**src/design/utf8tfc_pkg.sv**
```systemverilog
// Package for the UTF-8 text field checker: widths, register indexes,
// string state type and the whitespace test. No dependencies.
package utf8tfc_pkg;

  localparam int unsigned CpW    = 21;
  localparam int unsigned UnitW  = 16;
  localparam int unsigned CfgIdxW = 2;
  localparam int unsigned CfgDatW = 16;

  localparam logic [CfgIdxW-1:0] RegUnitLimit  = 2'd0;
  localparam logic [CfgIdxW-1:0] RegAllowLines = 2'd1;
  localparam logic [CfgIdxW-1:0] RegReqContent = 2'd2;

  localparam logic [UnitW-1:0] UnitLimitReset = 16'd200;
  localparam logic [UnitW-1:0] UnitMax        = 16'hFFFF;

  localparam logic [CpW-1:0] CpDel      = 21'd127;
  localparam logic [CpW-1:0] CpTab      = 21'd9;
  localparam logic [CpW-1:0] CpLf       = 21'd10;
  localparam logic [CpW-1:0] CpCr       = 21'd13;
  localparam logic [CpW-1:0] CpSuppBase = 21'h10000;

  typedef struct packed {
    logic [1:0]       pending;
    logic [CpW-1:0]   acc;
    logic [UnitW-1:0] units;
    logic             failed;
    logic             content;
  } str_state_t;

  typedef struct packed {
    logic [UnitW-1:0] unit_limit;
    logic             allow_lines;
    logic             req_content;
  } cfg_t;

  function automatic logic is_blank(logic [CpW-1:0] c);
    return (c inside {[21'd9:21'd13], 21'd32, 21'hA0, 21'h1680, [21'h2000:21'h200A],
                      21'h2028, 21'h2029, 21'h202F, 21'h205F, 21'h3000, 21'hFEFF});
  endfunction

endpackage

```
**src/design/utf8tfc_decode.sv**
```systemverilog
// Per-byte UTF-8 decode step: next string state and end-of-string verdict.
// Depends on utf8tfc_pkg.
module utf8tfc_decode
  import utf8tfc_pkg::*;
(
  input  str_state_t st_i,
  input  cfg_t       cfg_i,
  input  logic [7:0] byte_i,
  output str_state_t st_o,
  output logic       verdict_o
);

  logic [CpW-1:0]   cp;
  logic             finish;
  logic [CpW-1:0]   acc_shift;
  logic [UnitW:0]   sum;
  logic             ctrl_ok;
  logic             bad;

  assign acc_shift = {st_i.acc[CpW-7:0], byte_i[5:0]};
  assign cp        = (st_i.pending == 2'd0) ? {13'd0, byte_i} : acc_shift;
  assign finish    = (st_i.pending == 2'd0) ? (byte_i < 8'hC0) : (st_i.pending == 2'd1);
  assign sum       = {1'b0, st_i.units} + ((cp >= CpSuppBase) ? 17'd2 : 17'd1);
  assign ctrl_ok   = cfg_i.allow_lines && (cp == CpTab || cp == CpLf || cp == CpCr);
  assign bad       = (sum > {1'b0, cfg_i.unit_limit}) || (cp == CpDel) ||
                     ((cp[CpW-1:5] == '0) && !ctrl_ok);

  assign verdict_o = !st_i.failed && (st_i.pending == 2'd0) &&
                     !(cfg_i.req_content && !st_i.content);

  always_comb begin
    st_o = st_i;
    if (!st_i.failed) begin
      if (finish) begin
        st_o.pending = 2'd0;
        st_o.acc     = '0;
        st_o.units   = sum[UnitW] ? UnitMax : sum[UnitW-1:0];
        if (bad) begin
          st_o.failed = 1'b1;
        end else if (!is_blank(cp)) begin
          st_o.content = 1'b1;
        end
      end else if (st_i.pending == 2'd0) begin
        if (byte_i < 8'hE0) begin
          st_o.pending = 2'd1;
          st_o.acc     = {16'd0, byte_i[4:0]};
        end else if (byte_i < 8'hF0) begin
          st_o.pending = 2'd2;
          st_o.acc     = {17'd0, byte_i[3:0]};
        end else begin
          st_o.pending = 2'd3;
          st_o.acc     = {18'd0, byte_i[2:0]};
        end
      end else begin
        st_o.pending = st_i.pending - 2'd1;
        st_o.acc     = acc_shift;
      end
    end
  end

endmodule

```
**config.mk**
```make
export PLATFORM = sky130hd
export DESIGN_NAME = utf8tfc_decode
export DESIGN_NICKNAME = d
export VERILOG_FILES = /design/src/design/utf8tfc_pkg.sv /design/src/design/utf8tfc_decode.sv
export SDC_FILE = /design/constraint.sdc
export NUM_CORES = 1
export LEC_CHECK = 0
export BUFFER_PORTS_ARGS = -buffer_cell sky130_fd_sc_hd__buf_2
export CAP_MARGIN = 20
export CORE_UTILIZATION = 46
export DETAILED_ROUTE_END_ITERATION = 16
export PLACE_DENSITY = 0.85
export SLEW_MARGIN = 20
export SYNTH_ARGS = -nofsm -noshare
export SYNTH_HDL_FRONTEND = slang
export SYNTH_SLANG_ARGS = --single-unit
```
**constraint.sdc**
```tcl
create_clock -name vclk -period 8.1
set_clock_uncertainty 0.15 [all_clocks]
set_input_delay 1.215 -clock vclk [all_inputs]
set_output_delay 1.215 -clock vclk [all_outputs]
set_load 0.05 [all_outputs]
```
# Word level (Yosys, flattened, before mapping)
# Index checks and enable logic that the tools add are counted.
# classes
addsub	2
order_cmp	9
n_eq_ne	14
mux	13
n_reduce_logical	18
# ops
op	n
equality test 21 x 14 -> 1 bit (second input constant)	5
two-way mux 23 bit	3
equality test 21 x 4 -> 1 bit (second input constant)	3
two-way mux 41 bit	1
< comparator 8 bit (second input constant)	3
two-way mux 22 bit	1
equality test 21 x 13 -> 1 bit (second input constant)	1
equality test 21 x 16 -> 1 bit (second input constant)	1
equality test 21 x 6 -> 1 bit (second input constant)	1
equality test 21 x 7 -> 1 bit (second input constant)	1
equality test 21 x 8 -> 1 bit (second input constant)	1
>= comparator 21 x 14 -> 1 bit (second input constant)	1
>= comparator 21 x 17 -> 1 bit (second input constant)	1
>= comparator 21 x 4 -> 1 bit (second input constant)	1
less-or-equal comparator 21 x 14 -> 1 bit (second input constant)	1
less-or-equal comparator 21 x 4 -> 1 bit (second input constant)	1
two-way mux 21 bit	1
two-way mux 18 bit	1
adder 16 x 2 -> 17 bit	1
> comparator 17 x 16 -> 1 bit	1
logical NOT 16 bit	1
two-way mux 16 bit	1
nonzero test 11 bit	1
logical AND 1 bit	7
other kinds (7)	16
# word_totals
reg_bits	0
elab_cells	56

# Logic depth before layout (Yosys ltp)
# depth
depth_word	12
ltp_mapped	20
depth_no_buf	19

# Worst setup path after synthesis
# No wires, ideal clock.
# synth_timing
path_kind	input -> output
start	in st_i[31] (netlist bit)
end	out st_o[0] (netlist bit)
arrival_ns	6.637
required_time_ns	6.735
slack_ns	0.098
path_stages	20
cell_sequence	or4_1 -> nor2_2 -> nor2_1 -> inv_1 -> ha_1 -> inv_1 -> fa_1 -> nand3b_2 -> nor4_4 -> and3_1 -> buf_2 -> nand3_1 -> xnor2_1 -> ha_1 -> a21o_1 -> a21oi_1 -> o221ai_1 -> and4bb_2 -> o211ai_2 -> o41ai_1
# synth_lines
item	line_no	text
start, declared	utf8tfc_decode.sv:6	input str_state_t st_i,
end, declared	utf8tfc_decode.sv:9	output str_state_t st_o,

==> summary.md <==
| Metric | Value |
|---|---|
| FF/Latch Area | 0 um2 |
| Status | completed |
| HP Class | in2out |
| Core area | 3720 um2 |
| First-pass GRT wire length | 9400 um |
| Layout Nets | 478 |
| Worst Hold Launch | cfg_i[0] |
| Combinational Power Share | 1.000 |
| CTS resizes | 0 |
| Multi-input logic area | 1650 um2 |
| Leak Pwr | 0.00126 uW |
| Share of layout cells above drive strength 1 | 0.336 |
| Largest net degree at the start of global routing | 51 |
| Number of global-route vias before repair | 2,121 |
| Initial DRC count | 183 |
| Initial Util | 0.485 |
| Synthesized Nets | 381 |
| Avg WL per Cell | 13.2 um |
| Peak supply drop | 0.0000475 V |
| Antenna Cells | 0 |
| Layout area overhead | 30.2% |
| Die Y | 64.6 um |
| Vias per inst | 5.64 |
| RSZ-0062 raised after global routing | no |
| Sequential fraction of the synthesis area | 0 |
| Fin crit period | 7450 ps |
| Slew Limit Fails | 0 |
| Hold_buf cts | 0 |
| Fin crit share | 0.920 |
| Die footprint | 4170 um2 |
| Crit Path Max Fanout | 6 |
| GRT Residual Overflow | 0 |
| Max Cap Viol | 0 |
| Clock power share | 0 |
| Routability cong. | 0.885 |
| Sw frac | 0.692 |
| Remaining DRCs | 0 |
| Crit end category | primary output |
| Cells after synthesis | 295 |
| Die X | 64.6 um |
| Sequential cell count | 0 |
| First-pass DRT Iterations | 4 |
| Fmax | 134 MHz |
| DR vias | 2,469 |
| WS Path Type | in2out |
| DP Wirelength | 4680 um |
| Worst-Margin Slew | 692 ps |
| Mean Syn Cell Area | 6.11 um2 |
| Final hold violation count | 0 |
| Initial antenna violation count | 0 |
| Post-detailed-routing wire length | 5760 um |
| Critical Path Start Type | input port |
| Hold EP | verdict_o |
| Final setup margin | 647 ps |
| CLK BUF | 0 |
| Post-Syn Area | 1800 um2 |
| Sw power | 117 uW |
| Setup TNS | 0 ps |
| Power per cell area | 72.3 nW/um2 |
| Worst EP arrival | 6090 ps |
| Filler cells | 361 |
| Setup Viol. Count Final | 0 |
| Number of synthesis warnings | 0 |
| Req. time, crit path | 6730 ps |
| Synth unique cells | 61 |
| Max-slew headroom | 0.539 |
| Hold depth | 3 |
| Cell Rows | 22 |
| Final ANT Viol Nets | 0 |
| Postcts setup bufs | 0 |
| Int Power | 52.3 uW |
| Seq pwr share | 0 |
| Overall global routing resource usage | 0.270 |
| Place WS | 664 ps |
| Port Buffer Count | 109 |
| I/O Pins | 109 |
## critical path, cell delays in order
cell and delay, ps:
buf_2 110, or4_1 590, nor2_2 140, nor2_1 80, inv_1 100, ha_1 170
inv_1 50, fa_1 440, nand3b_2 300, nor4_4 360, and3_1 350, nand3_1 140
xnor2_1 150, ha_1 310, a21o_1 170, a21oi_1 130, o221ai_1 140, and4bb_2 330
o211ai_2 100, o41ai_1 380, buf_2 330
## synth_stat cells, types with 5 or more instances
| cell | instances | area share |
|---|---|---|
| a21o_1 | 7 | 0.029 |
| a21oi_1 | 10 | 0.028 |
| a31oi_1 | 8 | 0.028 |
| and3_1 | 5 | 0.017 |
| clkbuf_1 | 8 | 0.017 |
| ha_1 | 18 | 0.12 |
| inv_1 | 25 | 0.052 |
| nand2_1 | 59 | 0.12 |
| nand3_1 | 14 | 0.039 |
| nand4_1 | 7 | 0.024 |
| nor2_1 | 20 | 0.042 |
| nor3_1 | 6 | 0.017 |
| o21ai_0 | 27 | 0.075 |
| o21ai_1 | 8 | 0.022 |
| xnor2_1 | 7 | 0.034 |
| xor2_1 | 7 | 0.034 |
## how the worst max path moves through the flow
stage	to	start	depth (start not counted)
after floorplan	st_o[0]	st_i[31]	20
after global placement	st_o[0]	st_i[31]	21
after detailed placement	st_o[0]	st_i[31]	21
after CTS	st_o[0]	st_i[31]	21
after global routing	st_o[0]	st_i[31]	21
final	st_o[0]	st_i[31]	21
## stage by stage
| step | power (uW) | std cells | hold WS, ps | utilization | area, um2 |
|---|---|---|---|---|---|
| after floorplan | 118 | 295 | 2560 | - | 1800 |
| after global placement | 166 | 438 | 2610 | 0.631 | 2340 |
| after detailed placement | 168 | 438 | 2620 | 0.631 | 2340 |
| after CTS | 169 | 438 | 2620 | 0.631 | 2340 |
| after global routing | 184 | 438 | 2630 | 0.632 | 2350 |
| final | 170 | 438 | 2620 | 0.632 | 2350 |
## layer usage
layer,wire (um),GRT usage
met1,2550,0.342
met2,2810,0.504
met3,335,0.0176
met4,69,0.0389
met5,0,0
## power by group through the flow
stage / registers (uW) / clock network (uW) / logic (uW)
2_1_floorplan: 0 / 0 / 118
5_1_grt: 0 / 0 / 184
4_1_cts: 0 / 0 / 169
6_report: 0 / 0 / 170
3_5_place_dp: 0 / 0 / 168
3_3_place_gp: 0 / 0 / 166
## layout make-up
cell class	count	share of cell area
multi-input cells	256	0.702
repair buffers	109	0.232
inverters	25	0.0400
well taps	48	0.0256
## cells by family after synthesis
kind of cell    count (synthesis)  share of synthesized area
mux                             5                     0.0298
fa+ha+maj                      19                      0.136
xor+xnor                       14                     0.0680
compound gates                 81                      0.280
simple gates                  137                      0.399
buf+inv                        39                     0.0874
## cells in the final DEF (no fill, tap or decap), drive strengths merged, types with 2 or more instances in the layout
| cell | netlist | routed |
|---|---|---|
| inv | 25 | 25 |
| xor2 | 7 | 7 |
| xnor2 | 7 | 7 |
| nand3 | 14 | 14 |
| mux2i | 2 | 2 |
| o221ai | 2 | 2 |
| and3 | 7 | 7 |
| buf | 6 | 109 |
| o21bai | 2 | 2 |
| a21oi | 12 | 12 |
| mux2 | 3 | 3 |
| nand4 | 8 | 8 |
| nor3 | 8 | 8 |
| a211oi | 2 | 2 |
| o21ai | 35 | 35 |
| a21o | 7 | 7 |
| nor4 | 5 | 5 |
| nand2 | 59 | 59 |
| o22ai | 2 | 2 |
| or4 | 2 | 2 |
| o211ai | 2 | 2 |
| ha | 18 | 18 |
| nor2b | 2 | 2 |
| nor2 | 22 | 22 |
| a31oi | 8 | 8 |
No activity file was read; power rests on OpenSTA's default activity.
